### src/rtl/fqks_pkg.sv
`timescale 1ns / 1ps
// shared types and constants for the keyed fifo queue
// no dependencies; imported by the engine and the top level

package fqks_pkg;

   localparam int KEY_W       = 47;
   localparam int CAT_W       = 8;
   localparam int NAME_W      = 32;
   localparam int SKIP_W      = 5;
   localparam int POS_W       = 5;
   localparam int MAX_RESULTS = 16;
   localparam int NW          = $clog2(MAX_RESULTS + 1);

   typedef enum logic [2:0] {
      OP_APPEND   = 3'd0,
      OP_DROP     = 3'd1,
      OP_FIND_KEY = 3'd2,
      OP_FIND_CAT = 3'd3,
      OP_REMOVE   = 3'd4,
      OP_LIST     = 3'd5
   } op_type;

   typedef enum logic [2:0] {
      ST_OK        = 3'd0,
      ST_EMPTY     = 3'd1,
      ST_FULL      = 3'd2,
      ST_NOT_FOUND = 3'd3,
      ST_TOO_FEW   = 3'd4
   } status_type;

   typedef enum logic [1:0] {
      S_IDLE,
      S_WALK,
      S_FINISH
   } state_type;

   // one stored record
   typedef struct packed {
      logic [KEY_W-1:0]  key;
      logic [CAT_W-1:0]  category;
      logic [NAME_W-1:0] name;
   } rec_type;

   localparam int REC_W = $bits(rec_type);

   // one request as unpacked from the input stream
   typedef struct packed {
      logic [2:0]        opcode;
      logic [KEY_W-1:0]  record_key;
      logic [CAT_W-1:0]  record_category;
      logic [NAME_W-1:0] record_name;
      logic [SKIP_W-1:0] skip_amount;
   } cmd_type;

   // one result handed from the engine to the output register
   typedef struct packed {
      status_type        status;
      logic [POS_W-1:0]  position;
      logic [KEY_W-1:0]  found_key;
      logic [CAT_W-1:0]  found_category;
      logic [NAME_W-1:0] found_name;
      logic              last;
   } rsp_type;

endpackage

### src/rtl/fqks_ram.sv
`timescale 1ns / 1ps
// generic simple dual-port ram, one write and one registered read port
// no dependencies

module fqks_ram #(
   parameter int WIDTH = 8,
   parameter int DEPTH = 16
) (
   input  logic                     clock,
   input  logic                     wr_en,
   input  logic [$clog2(DEPTH)-1:0] wr_addr,
   input  logic [WIDTH-1:0]         wr_data,
   input  logic                     rd_en,
   input  logic [$clog2(DEPTH)-1:0] rd_addr,
   output logic [WIDTH-1:0]         rd_data
);

   logic [WIDTH-1:0] mem_ff [DEPTH];
   logic [WIDTH-1:0] rd_data_ff;

   // write port
   always_ff @(posedge clock) begin
      if (wr_en) begin
         mem_ff[wr_addr] <= wr_data;
      end
   end

   // read port, data holds until the next read
   always_ff @(posedge clock) begin
      if (rd_en) begin
         rd_data_ff <= mem_ff[rd_addr];
      end
   end

   assign rd_data = rd_data_ff;

endmodule

### src/rtl/fqks_engine.sv
`timescale 1ns / 1ps
// queue engine: head/count pointers, record ram and the walk sequencer
// depends on fqks_pkg and fqks_ram

module fqks_engine #(
   parameter int QUEUE_DEPTH = 16
) (
   input  logic             clock,
   input  logic             reset,
   input  logic             cmd_valid,
   output logic             cmd_ready,
   input  fqks_pkg::cmd_type cmd,
   output logic             res_valid,
   input  logic             res_ready,
   output fqks_pkg::rsp_type res
);

   import fqks_pkg::*;

   localparam int IDX = $clog2(QUEUE_DEPTH);
   localparam int OFF = $clog2(QUEUE_DEPTH + 1);
   localparam int CW  = (OFF > POS_W) ? OFF : POS_W;

   // physical slot of a queue offset, offset at most the depth
   function automatic logic [IDX-1:0] phys(input logic [IDX-1:0] head,
                                          input logic [OFF-1:0] off);
      logic [IDX:0] sum;
      sum = (IDX+1)'(head) + (IDX+1)'(off);
      if (sum >= (IDX+1)'(QUEUE_DEPTH)) begin
         sum = sum - (IDX+1)'(QUEUE_DEPTH);
      end
      return sum[IDX-1:0];
   endfunction

   state_type         state_ff, state_in;
   logic [2:0]        op_ff, op_in;
   logic [KEY_W-1:0]  key_ff, key_in;
   logic [CAT_W-1:0]  cat_ff, cat_in;
   logic [IDX-1:0]    head_ff, head_in;
   logic [OFF-1:0]    count_ff, count_in;
   logic [OFF-1:0]    rd_off_ff, rd_off_in;
   logic [OFF-1:0]    d_off_ff, d_off_in;
   logic [OFF-1:0]    start_ff, start_in;
   logic              dv_ff, dv_in;
   logic              stop_ff, stop_in;
   logic [NW-1:0]     n_ff, n_in;
   rec_type           held_ff, held_in;
   logic [POS_W-1:0]  held_pos_ff, held_pos_in;
   logic              held_valid_ff, held_valid_in;
   status_type        status_ff, status_in;

   logic              wr_en;
   logic [IDX-1:0]    wr_addr;
   logic [REC_W-1:0]  wr_data;
   logic              rd_en;
   logic [IDX-1:0]    rd_addr;
   logic [REC_W-1:0]  rd_data;
   rec_type           rd_rec;

   logic              is_search;
   logic              hit;
   logic              take;
   logic              stall;
   logic              consume;
   logic              walk_done;
   logic [NW-1:0]     cap;
   logic [CW:0]       d_pos_w;
   logic [CW:0]       app_pos_w;
   logic [CW-1:0]     rm_off_w;
   logic              accept;
   rec_type           cmd_rec;

   fqks_ram #(
      .WIDTH (REC_W),
      .DEPTH (QUEUE_DEPTH)
   ) u_ram (
      .clock   (clock),
      .wr_en   (wr_en),
      .wr_addr (wr_addr),
      .wr_data (wr_data),
      .rd_en   (rd_en),
      .rd_addr (rd_addr),
      .rd_data (rd_data)
   );

   assign rd_rec = rd_data;
   assign cmd_rec.key      = cmd.record_key;
   assign cmd_rec.category = cmd.record_category;
   assign cmd_rec.name     = cmd.record_name;

   // walk datapath: match test on the ram output and stall on a full output
   assign is_search = (op_ff != OP_REMOVE);
   assign hit = (op_ff == OP_DROP) || (op_ff == OP_LIST)
              || ((op_ff == OP_FIND_KEY) && (rd_rec.key == key_ff))
              || ((op_ff == OP_FIND_CAT) && (rd_rec.category == cat_ff));
   assign take    = (state_ff == S_WALK) && dv_ff && !stop_ff && is_search && hit;
   assign stall   = take && held_valid_ff && !res_ready;
   assign consume = dv_ff && !stall;
   assign rd_en   = (state_ff == S_WALK) && !stop_ff && !stall && (rd_off_ff < count_ff);
   assign rd_addr = phys(head_ff, rd_off_ff);
   assign walk_done = (state_ff == S_WALK) && !dv_ff
                    && (stop_ff || (rd_off_ff >= count_ff));
   assign cap = ((op_ff == OP_DROP) || (op_ff == OP_FIND_KEY)) ? NW'(1) : NW'(MAX_RESULTS);
   assign d_pos_w   = (CW+1)'(d_off_ff) + (CW+1)'(1);
   assign app_pos_w = (CW+1)'(count_ff) + (CW+1)'(1);
   assign rm_off_w  = (cmd.skip_amount == '0) ? CW'(1) : CW'(cmd.skip_amount);
   assign cmd_ready = (state_ff == S_IDLE);
   assign accept    = cmd_valid && cmd_ready;

   // ram write: append in idle, shift-up during a removal walk
   always_comb begin
      wr_en   = 1'b0;
      wr_addr = phys(head_ff, count_ff);
      wr_data = cmd_rec;
      if (accept && (cmd.opcode == OP_APPEND)
          && (count_ff != OFF'(QUEUE_DEPTH))) begin
         wr_en = 1'b1;
      end else if ((state_ff == S_WALK) && !is_search && consume
                   && (d_off_ff != start_ff)) begin
         wr_en   = 1'b1;
         wr_addr = phys(head_ff, d_off_ff - OFF'(1));
         wr_data = rd_data;
      end
   end

   // result toward the output register
   always_comb begin
      res_valid = (state_ff == S_FINISH) || (take && held_valid_ff);
      res.status         = (state_ff == S_FINISH) ? status_ff : ST_OK;
      res.position       = held_valid_ff ? held_pos_ff : '0;
      res.found_key      = held_valid_ff ? held_ff.key : '0;
      res.found_category = held_valid_ff ? held_ff.category : '0;
      res.found_name     = held_valid_ff ? held_ff.name : '0;
      res.last           = (state_ff == S_FINISH);
   end

   // state register
   always_ff @(posedge clock) begin
      if (reset) begin
         state_ff <= S_IDLE;
      end else begin
         state_ff <= state_in;
      end
   end

   // next state and register updates
   always_comb begin
      state_in      = state_ff;
      op_in         = op_ff;
      key_in        = key_ff;
      cat_in        = cat_ff;
      head_in       = head_ff;
      count_in      = count_ff;
      rd_off_in     = rd_off_ff;
      d_off_in      = d_off_ff;
      start_in      = start_ff;
      dv_in         = dv_ff && stall;
      stop_in       = stop_ff;
      n_in          = n_ff;
      held_in       = held_ff;
      held_pos_in   = held_pos_ff;
      held_valid_in = held_valid_ff;
      status_in     = status_ff;
      unique case (state_ff)
         S_IDLE: begin
            if (accept) begin
               op_in         = cmd.opcode;
               key_in        = cmd.record_key;
               cat_in        = cmd.record_category;
               held_valid_in = 1'b0;
               n_in          = '0;
               stop_in       = 1'b0;
               dv_in         = 1'b0;
               rd_off_in     = '0;
               unique case (cmd.opcode)
                  OP_APPEND: begin
                     state_in = S_FINISH;
                     if (count_ff == OFF'(QUEUE_DEPTH)) begin
                        status_in = ST_FULL;
                     end else begin
                        status_in     = ST_OK;
                        held_in       = cmd_rec;
                        held_pos_in   = app_pos_w[POS_W-1:0];
                        held_valid_in = 1'b1;
                        count_in      = count_ff + OFF'(1);
                     end
                  end
                  OP_DROP, OP_FIND_KEY, OP_FIND_CAT, OP_LIST: begin
                     if (count_ff == '0) begin
                        status_in = ST_EMPTY;
                        state_in  = S_FINISH;
                     end else begin
                        state_in = S_WALK;
                     end
                  end
                  OP_REMOVE: begin
                     if (count_ff == '0) begin
                        status_in = ST_EMPTY;
                        state_in  = S_FINISH;
                     end else if (rm_off_w >= CW'(count_ff)) begin
                        status_in = ST_TOO_FEW;
                        state_in  = S_FINISH;
                     end else begin
                        start_in  = OFF'(rm_off_w);
                        rd_off_in = OFF'(rm_off_w);
                        state_in  = S_WALK;
                     end
                  end
                  default: begin
                     // unused opcodes are dropped silently
                     state_in = S_IDLE;
                  end
               endcase
            end
         end
         S_WALK: begin
            // issue the next read
            if (rd_en) begin
               rd_off_in = rd_off_ff + OFF'(1);
               d_off_in  = rd_off_ff;
               dv_in     = 1'b1;
            end
            // capture a hit, the previous one leaves as a non-final result
            if (take && !stall) begin
               held_in       = rd_rec;
               held_pos_in   = d_pos_w[POS_W-1:0];
               held_valid_in = 1'b1;
               n_in          = n_ff + NW'(1);
               if ((n_ff + NW'(1)) == cap) begin
                  stop_in = 1'b1;
               end
            end
            // removal: the target record is kept for the report
            if (!is_search && consume && (d_off_ff == start_ff)) begin
               held_in       = rd_rec;
               held_pos_in   = d_pos_w[POS_W-1:0];
               held_valid_in = 1'b1;
            end
            if (walk_done) begin
               state_in  = S_FINISH;
               status_in = (!is_search || held_valid_ff) ? ST_OK : ST_NOT_FOUND;
               if (op_ff == OP_DROP) begin
                  head_in  = (head_ff == IDX'(QUEUE_DEPTH - 1)) ? '0 : head_ff + IDX'(1);
                  count_in = count_ff - OFF'(1);
               end else if (!is_search) begin
                  count_in = count_ff - OFF'(1);
               end
            end
         end
         S_FINISH: begin
            if (res_ready) begin
               state_in = S_IDLE;
            end
         end
      endcase
   end

   // control registers
   always_ff @(posedge clock) begin
      if (reset) begin
         head_ff       <= '0;
         count_ff      <= '0;
         dv_ff         <= 1'b0;
         stop_ff       <= 1'b0;
         n_ff          <= '0;
         held_valid_ff <= 1'b0;
      end else begin
         head_ff       <= head_in;
         count_ff      <= count_in;
         dv_ff         <= dv_in;
         stop_ff       <= stop_in;
         n_ff          <= n_in;
         held_valid_ff <= held_valid_in;
      end
   end

   // payload registers
   always_ff @(posedge clock) begin
      op_ff       <= op_in;
      key_ff      <= key_in;
      cat_ff      <= cat_in;
      rd_off_ff   <= rd_off_in;
      d_off_ff    <= d_off_in;
      start_ff    <= start_in;
      held_ff     <= held_in;
      held_pos_ff <= held_pos_in;
      status_ff   <= status_in;
   end

   // occupancy never exceeds the store
   assert property (@(posedge clock) disable iff (reset)
      count_ff <= OFF'(QUEUE_DEPTH))
      else $error("entry count beyond queue depth");

   // head pointer stays inside the store
   assert property (@(posedge clock) disable iff (reset)
      OFF'(head_ff) < OFF'(QUEUE_DEPTH))
      else $error("head index out of range");

   // a shift write never hits the slot being read
   assert property (@(posedge clock) disable iff (reset)
      (rd_en && wr_en) |-> (rd_addr != wr_addr))
      else $error("ram read and write collide");

   // a new request is only taken once the previous one has fully left
   assert property (@(posedge clock) disable iff (reset)
      (res_valid && res.last && res_ready) |=> (state_ff == S_IDLE))
      else $error("engine did not return to idle after final result");

   // count changes only on an append or at the end of a walk
   assert property (@(posedge clock) disable iff (reset)
      (state_ff == S_FINISH) |=> $stable(count_ff))
      else $error("entry count changed while reporting");

endmodule

### src/rtl/fifo_queue_with_key_search.sv
`timescale 1ns / 1ps
// top level of the keyed fifo queue: stream ports and the result register
// depends on fqks_pkg and fqks_engine

// Ordered queue of up to QUEUE_DEPTH records (key, category, name tag) held
// in one ram with a single read port. Append, drop head, find key, find
// category, remove interior and list all are requests on the req_ stream;
// each gives one or more results on the rsp_ stream, the final one marked
// by rsp_tlast. Append, a full or empty queue and too few entries go
// straight to the final result without a walk. Walking requests read one
// record per cycle from the ram from the first record they need while the
// rsp_ side does not stall, and a stalled rsp_ side holds the walk. The
// record store needs no clearing after reset; only records that were
// appended are ever reported.

module fifo_queue_with_key_search #(
   parameter int QUEUE_DEPTH = 16
) (
   input  logic        clock,
   input  logic        reset,
   input  logic        req_tvalid,
   output logic        req_tready,
   // opcode[2:0], record_key[49:3], record_category[57:50],
   // record_name[89:58], skip_amount[94:90], zero pad[95]
   input  logic [95:0] req_tdata,
   output logic        rsp_tvalid,
   input  logic        rsp_tready,
   // status[2:0], position[7:3], found_key[54:8], found_category[62:55],
   // found_name[94:63], zero pad[95]
   output logic [95:0] rsp_tdata,
   output logic        rsp_tlast
);

   import fqks_pkg::*;

   cmd_type cmd;
   logic    res_valid;
   logic    res_ready;
   rsp_type res;
   logic    rsp_valid_ff;
   rsp_type rsp_data_ff;

   // unpack the request
   assign cmd.opcode          = req_tdata[2:0];
   assign cmd.record_key      = req_tdata[49:3];
   assign cmd.record_category = req_tdata[57:50];
   assign cmd.record_name     = req_tdata[89:58];
   assign cmd.skip_amount     = req_tdata[94:90];

   fqks_engine #(
      .QUEUE_DEPTH (QUEUE_DEPTH)
   ) u_engine (
      .clock     (clock),
      .reset     (reset),
      .cmd_valid (req_tvalid),
      .cmd_ready (req_tready),
      .cmd       (cmd),
      .res_valid (res_valid),
      .res_ready (res_ready),
      .res       (res)
   );

   // output register, refilled in the cycle it drains
   assign res_ready = !rsp_valid_ff || rsp_tready;

   always_ff @(posedge clock) begin
      if (reset) begin
         rsp_valid_ff <= 1'b0;
      end else if (res_ready) begin
         rsp_valid_ff <= res_valid;
      end
   end

   always_ff @(posedge clock) begin
      if (res_ready && res_valid) begin
         rsp_data_ff <= res;
      end
   end

   assign rsp_tvalid = rsp_valid_ff;
   assign rsp_tlast  = rsp_data_ff.last;
   assign rsp_tdata  = {1'b0, rsp_data_ff.found_name, rsp_data_ff.found_category,
                        rsp_data_ff.found_key, rsp_data_ff.position,
                        rsp_data_ff.status};

endmodule
### config.mk
export PLATFORM = sky130hd
export DESIGN_NAME = fifo_queue_with_key_search
export DESIGN_NICKNAME = d
export VERILOG_FILES = /design/src/rtl/fqks_pkg.sv /design/src/rtl/fqks_ram.sv /design/src/rtl/fqks_engine.sv /design/src/rtl/fifo_queue_with_key_search.sv
export SDC_FILE = /design/constraint.sdc
export NUM_CORES = 2
export LEC_CHECK = 0
export ABC_AREA = 1
export BUFFER_PORTS_ARGS = -buffer_cell sky130_fd_sc_hd__buf_2
export CAP_MARGIN = 10
export CORE_MARGIN = 1
export CORE_UTILIZATION = 40
export DETAILED_ROUTE_END_ITERATION = 12
export PLACE_DENSITY = 0.55
export SLEW_MARGIN = 10
export SYNTH_ARGS = -nofsm -noshare
export SYNTH_HDL_FRONTEND = slang
export SYNTH_SLANG_ARGS = --single-unit
### constraint.sdc
create_clock -name clock -period 10.4 [get_ports clock]
set_input_delay 0.52 -clock clock [delete_from_list [all_inputs] [get_ports clock]]
set_output_delay 0.52 -clock clock [all_outputs]
set_load 0.1 [all_outputs]
======== After elaboration in Yosys (flattened, before gate mapping) ========
Memory sizes are Yosys's and may differ from the RTL's. A register that Yosys moved wholly into a read port is not among the register bits.
Cells that the tools add are included.
storage, ports and cells
  bits in registers ....................... 284
  bits of input ports ..................... 100
  output and inout port bits .............. 99
  memory bits (writable) .................. 1392
  memories kept ........................... 1
operators by class
  add/sub/neg operators ................... 14
  $lt $le $gt $ge ......................... 6
  equal/unequal tests ..................... 33
  muxes and demuxes ....................... 72
  reductions and logical operators ........ 57
  bitwise gates (word level) .............. 2
memory list
  name                   depth  width  rd ports  clocked after memory_dff  write ports  line            RTL
  u_engine.u_ram.mem_ff  16     87     1         1                         1            fqks_ram.sv:18  logic [WIDTH-1:0] mem_ff [DEPTH];
operators with widths
  cell                 number
  $mux 87              7
  $pmux 87 s2          1
  $mux 5               20
  $eq 47x47->1         1
  $pmux 5 s2           4
  $add 5x1->5 const B  5
  $logic_and 1x1->1    25
  $mux 4               6
  $mux 2               8
  $add 4x5->5          3
  $ge 5x5->1 const B   3
  $mux 3               5
  $reduce_and 3->1     5
  $mux 1               14
  $eq 3x2->1 const B   4
  $ne 2x2->1 const B   6
  $ne 3x3->1 const B   4
  $pmux 2 s3           2
  $reduce_and 6->1     2
  $sub 4x1->4 const B  3
  $eq 5x5->1           2
  $ge 5x5->1           2
  $logic_not 5->1      2
  $reduce_and 5->1     2
  26 further kinds     48

======== Logic depth before layout (Yosys ltp) ========
  depth in word-level cells ............... 15
  gate-level depth with buffers ........... 16
  mapped depth without buffers ............ 15

======== Cells and area by module ========
A second synthesis with hierarchy kept.
unflattened totals
  cells, all modules ...................... 7174
  area, all modules ....................... 75921.6 um^2
by module, submodules not included
  module                      cells each  sequential area each (um^2)  area each (um^2)  times used
  fqks_ram                    5714        44412.6                      61980.7           1
  fqks_engine                 1356        5425.2                       10999.3           1
  fifo_queue_with_key_search  104         2902.8                       2941.6            1

======== Least setup slack after synthesis ========
No wires, ideal clock.
  path type ............................... flip-flop to flip-flop
  start ................................... reg u_engine.state_ff[0]
  end ..................................... reg u_engine.held_ff[0] (netlist name), enable pin
  stages on the path, launching flop included .. 7
  setup slack ............................. 1193 ps
  setup time .............................. 683 ps
  arrival ................................. 8524 ps
  path through ............................ dfxtp_1 -> inv_1 -> ha_1 -> inv_1 -> a21oi_1 -> nand2_1 -> a21boi_0
on the way
  elaborated cells on any way between the ends .. 20
RTL lines
  what                          line                              RTL
  start, declared               fqks_engine.sv:35                 state_type state_ff, state_in;
  start signal, assigned        fqks_engine.sv:142                state_ff <= state_in;
  $logic_not 2->1 *             fqks_engine.sv:107                assign cmd_ready = (state_ff == S_IDLE);
  named net req_tready          fifo_queue_with_key_search.sv:22  output logic req_tready,
  $logic_and 1x1->1             fqks_engine.sv:108                assign accept = cmd_valid && cmd_ready;
  $ne 2x2->1 (no line)          --
  $reduce_and 5->1 (no line) *  --
  end signal, assigned          fqks_engine.sv:285                held_ff <= held_in;
  end, declared                 fqks_engine.sv:47                 rec_type held_ff, held_in;
Mark *: on every way through the listed nets, which the timed path passes. The rest lies on a longest branch.
A chain may end at the register's enable or synchronous reset.

======== Final worst setup path ========
  start ................................... reg u_engine.rd_off_ff[0]
  end ..................................... reg u_engine.u_ram.rd_data_ff[5] (netlist: u_engine.u_ram.rd_data[5]), read port of u_engine.u_ram.mem_ff, data pin
on the way
  longest elaborated chain between the ends .. 3
  elaborated cells on any way between the ends .. 6
ends and longest elaborated chain
  what                                       line                                  RTL
  start, declared                            fqks_engine.sv:41                     logic [OFF-1:0] rd_off_ff, rd_off_in;
  start signal, assigned                     fqks_engine.sv:282                    rd_off_ff <= rd_off_in;
  $add 4x5->5                                fqks_engine.sv:28                     sum = (IDX+1)'(head) + (IDX+1)'(off);
  $sub 4x1->4 or $ge 5x5->1 (tied branches)  fqks_engine.sv:30, fqks_engine.sv:29
  $mux 4                                     fqks_engine.sv:29                     if (sum >= (IDX+1)'(QUEUE_DEPTH)) begin
  end, declared                              fqks_ram.sv:19                        logic [WIDTH-1:0] rd_data_ff;
Parallel ways exist; a longest one is shown, timed or not.

==> results.sh <==
export IMPL_netlist_area_mm2=0.0717
export IMPL_run_status="finished, violations left"
export IMPL_io_buffers=196
export IMPL_num_vias=41400
export IMPL_min_path_type="primary input to flop"
export IMPL_hold_violations=0
export IMPL_core_mm2=0.178
export IMPL_grt_usage_pct=19.3
export IMPL_power_frac_comb_pct=30.4
export IMPL_startpoint_type="flop"
export IMPL_clk_pin_slew_worst_paths_ns=0.06
export IMPL_finalCritPeriodShare_pct=51.3
export IMPL_drt_first_pass_iters=9
export IMPL_setup_viol=0
export IMPL_switching_share_pct=35.0
export IMPL_clockPowerShare_pct=29.0
export IMPL_finalNetCount=5674
export IMPL_syn_nets=5436
export IMPL_post_dp_cell_area_mm2=0.0752
export IMPL_drive_gt1_share_pct=10.3
export IMPL_rsz0062_at_grt="false"
export IMPL_die_w_um=425
export IMPL_cp_endpoint="u_engine.u_ram.rd_data[5]"
export IMPL_post_route_drc_count=4
export IMPL_cpPeakStageDelay_ns=1.31
export IMPL_vias_per_cell=5.15
export IMPL_drv_cap=0
export IMPL_violations="DRC"
export IMPL_crit_path_max_fanout=147
export IMPL_critPathRequiredTime_ns=10.91
export IMPL_skew_ns=0.0289
export IMPL_tns_ns=0
export IMPL_routedWlPerCell_um=22.0
export IMPL_r2r_end="u_engine.u_ram.rd_data[5]"
export IMPL_critPathArrivalTime_ns=5.85
export IMPL_finalMaxSlewViolations=0
export IMPL_syn_area_per_cell_um2=13.5
export IMPL_synth_seq_cells=1763
export IMPL_yosysSeqAreaShare_pct=73.5
export IMPL_area_growth_pct=13.8
export IMPL_die_y_um=425
export IMPL_end_kind="flop"
export IMPL_grt_max_degree=186
export IMPL_switchingPower_mw=7.54
export IMPL_cts_resized_gates=0
export IMPL_p_leak_nw=29.5
export IMPL_yosys_warnings=0
export IMPL_insertion_delay_ns=0.81
export IMPL_grt_antenna_before_repair=7
export IMPL_totalWireLength_mm=177
export IMPL_cts_buffers=178
export IMPL_cp_num_cells=11
export IMPL_place_gp_congestion=0.785
export IMPL_clock_tree_root_cell="clkbuf_16"
export IMPL_pwr_density_cell_mw_per_mm2=264
export IMPL_cp_num_buf_inv=4
export IMPL_clk_path_buf_depth=3
export IMPL_num_rows=155
export IMPL_dr_first_iter_drc_count=3493
export IMPL_grt_pass1_wl_mm=259
export IMPL_tightest_slew_ns=1.28
export IMPL_path_delay_family="buffers and inverters"
export IMPL_seq_power_share_pct=40.6
export IMPL_irDropWorstVdd_uv=256
export IMPL_start_util_pct=40.2
export IMPL_cts_tree="yes"
export IMPL_internal_power_mw=14.0
export IMPL_first_global_vias=39800
export IMPL_grt_ovfl_total=0
export IMPL_rr_startpoint="u_engine.rd_off_ff[0]"
export IMPL_post_synth_num_cell_types=44
export IMPL_fin_crit_ns=5.34
export IMPL_slew_headroom_pct=14.1
export IMPL_die_area_mm2=0.181
export IMPL_htreeDepth=4
export IMPL_regArea_mm2=0.0527
export IMPL_fmaxAchievable_mhz=187
export IMPL_io_pins=199
export IMPL_final_area_mm2=0.0816
export IMPL_fill_cells=15900
export IMPL_final_antenna_net_count=0
export IMPL_multiInputGateArea_mm2=0.0154
export IMPL_slowest_stage="fa_4"
export IMPL_synthCells=5304
export IMPL_cp_cell_sequence="ha_4 > inv_1 > fa_4 > buf_4 > buf_12 > buf_4 > a21oi_1 > o21ai_0 > o211ai_1 > a21oi_1 > a31oi_1"
export IMPL_reg2reg_depth=11
export IMPL_reg2reg_slack_ns=5.06
export IMPL_critPathKind="flop to flop"
export IMPL_critPathLaunch="u_engine.rd_off_ff[0]"
export IMPL_cts_sinks=1763
export IMPL_hpwl_mm=89.1
-- registers in the layout (all words and copies together), names as in the netlist --
register                flops
u_engine.op_ff              3
rsp_tlast                   1
u_engine.n_ff               5
u_engine.count_ff           5
u_engine.u_ram.mem_ff    1392
u_engine.u_ram.rd_data     87
u_engine.state_ff           2
rsp_tdata                  95
u_engine.held_valid_ff      1
u_engine.held_pos_ff        5
u_engine.key_ff            47
u_engine.dv_ff              1
u_engine.start_ff           5
u_engine.stop_ff            1
u_engine.held_ff           87
u_engine.status_ff          3
u_engine.rd_off_ff          5
u_engine.cat_ff             8
u_engine.head_ff            4
u_engine.d_off_ff           5
rsp_tvalid                  1
-- cells in the mapped netlist, drive strengths merged --
cell type / count / area [um2]
conb: 1 / 3.75
nor2: 66 / 250
o21bai: 1 / 7.51
mux2i: 348 / 3480
nor3b: 1 / 7.51
xor2: 8 / 70.1
xnor2: 45 / 394
edfxtp: 1743 / 52300
o22ai: 4 / 25.0
clkbuf: 197 / 741
a31oi: 91 / 569
o211ai: 175 / 1310
nand2: 582 / 2210
inv: 618 / 2320
o2111ai: 1 / 8.76
a21boi: 1 / 7.51
o21ai: 734 / 3720
or2: 4 / 25.0
nor4: 2 / 18.8
a41oi: 1 / 8.76
fa: 3 / 60.1
nand4: 4 / 25.0
o31ai: 3 / 22.5
dfxtp: 20 / 400
ha: 29 / 363
nand3: 34 / 190
a21oi: 465 / 2330
nor3: 7 / 45.0
buf: 114 / 748
o21a: 2 / 15.0
-- power by group through the flow --
stage / clock network (mW) / logic [mW] / registers, mW
finish: 6.23 / 6.55 / 8.75
global route: 6.63 / 7.21 / 8.79
CTS: 6.37 / 6.61 / 8.75
detailed placement: 0 / 6.56 / 8.90
global placement: 0 / 6.53 / 8.89
floorplan: 0 / 4.29 / 9.53
-- stage by stage --
stage          utilization [%]  cells  hold slack (ns)  total power [mW]  setup slack (ns)
2_1_floorplan                -   5304            0.443              13.8              1.19
3_3_place_gp              42.2   7640            0.467              15.4              5.05
3_5_place_dp              42.2   7640            0.465              15.5              5.00
4_1_cts                   45.8   8039          0.00620              21.7              4.98
5_1_grt                   45.8   8041           0.0174              22.6              4.77
6_report                  45.8   8044           0.0629              21.5              5.06
-- logic make-up after synthesis --
group,synth area share [%]
AOI/OAI and AO/OA,11.2
and+or+nand+nor,3.86
xor gates and xnor gates,0.647
buffers and inverters,5.31
adders and majority gates,0.590
muxes,4.86
DFF,73.5
other,0.00523
-- metal layers --
layer	vias to the layer above	share of wire [%]	track usage [%]
li1	19700	-	-
met1	20600	44	25.8
met2	960	48	32.1
met3	250	5.1	3.00
met4	0	2.7	6.34
met5	-	0	0
-- cells in the final DEF (no fill, tap or decap), types with 74 or more instances in the layout --
cell type and count:
a21oi_1 464, dlygate4sd3_1 76, nand2_1 574, o21ai_1 74, clkbuf_16 182, buf_2 196
o211ai_1 175, buf_4 89, inv_1 608, a31oi_1 91, o21ai_0 650, edfxtp_1 1743
mux2i_1 348
-- worst min path at each step --
stage	from	to	slack, ns	cells after the start
final	req_tdata[64]	u_engine.held_ff[6]	0.06	3
after global routing	req_tdata[50]	u_engine.cat_ff[0]	0.02	1
after CTS	req_tdata[64]	u_engine.held_ff[6]	0.006	3
after detailed placement	u_engine.stop_ff	u_engine.stop_ff	0.47	2
after global placement	u_engine.stop_ff	u_engine.stop_ff	0.47	2
after floorplan	u_engine.stop_ff	u_engine.stop_ff	0.44	2
-- final cells by class --
type                    instances  share of cell area [%]
diodes                          4                  0.0123
clock inverters                94                    1.06
flip-flops and latches       1763                    64.6
inverters                     618                    2.87
clock buffers                 229                    5.80
multi-input cells            2612                    18.9
repair buffers                369                    3.15
well taps                    2355                    3.61
-- worst register-to-register path: stages (launching register included) --
cell	delay (ns)
edfxtp_1	0.51
ha_4	0.18
inv_1	0.05
fa_4	1.31
buf_4	0.78
buf_12	0.70
buf_4	0.92
a21oi_1	0.11
o21ai_0	0.11
o211ai_1	0.11
a21oi_1	0.22
a31oi_1	0.06
-- what timing repair did --
item,4_1_cts,5_1_grt
hold buffers,76,0
endpoints found under the hold margin,109,0
endpoints found under the setup margin,0,0
setup buffers,0,0
Power figures use the tool's default switching activity.
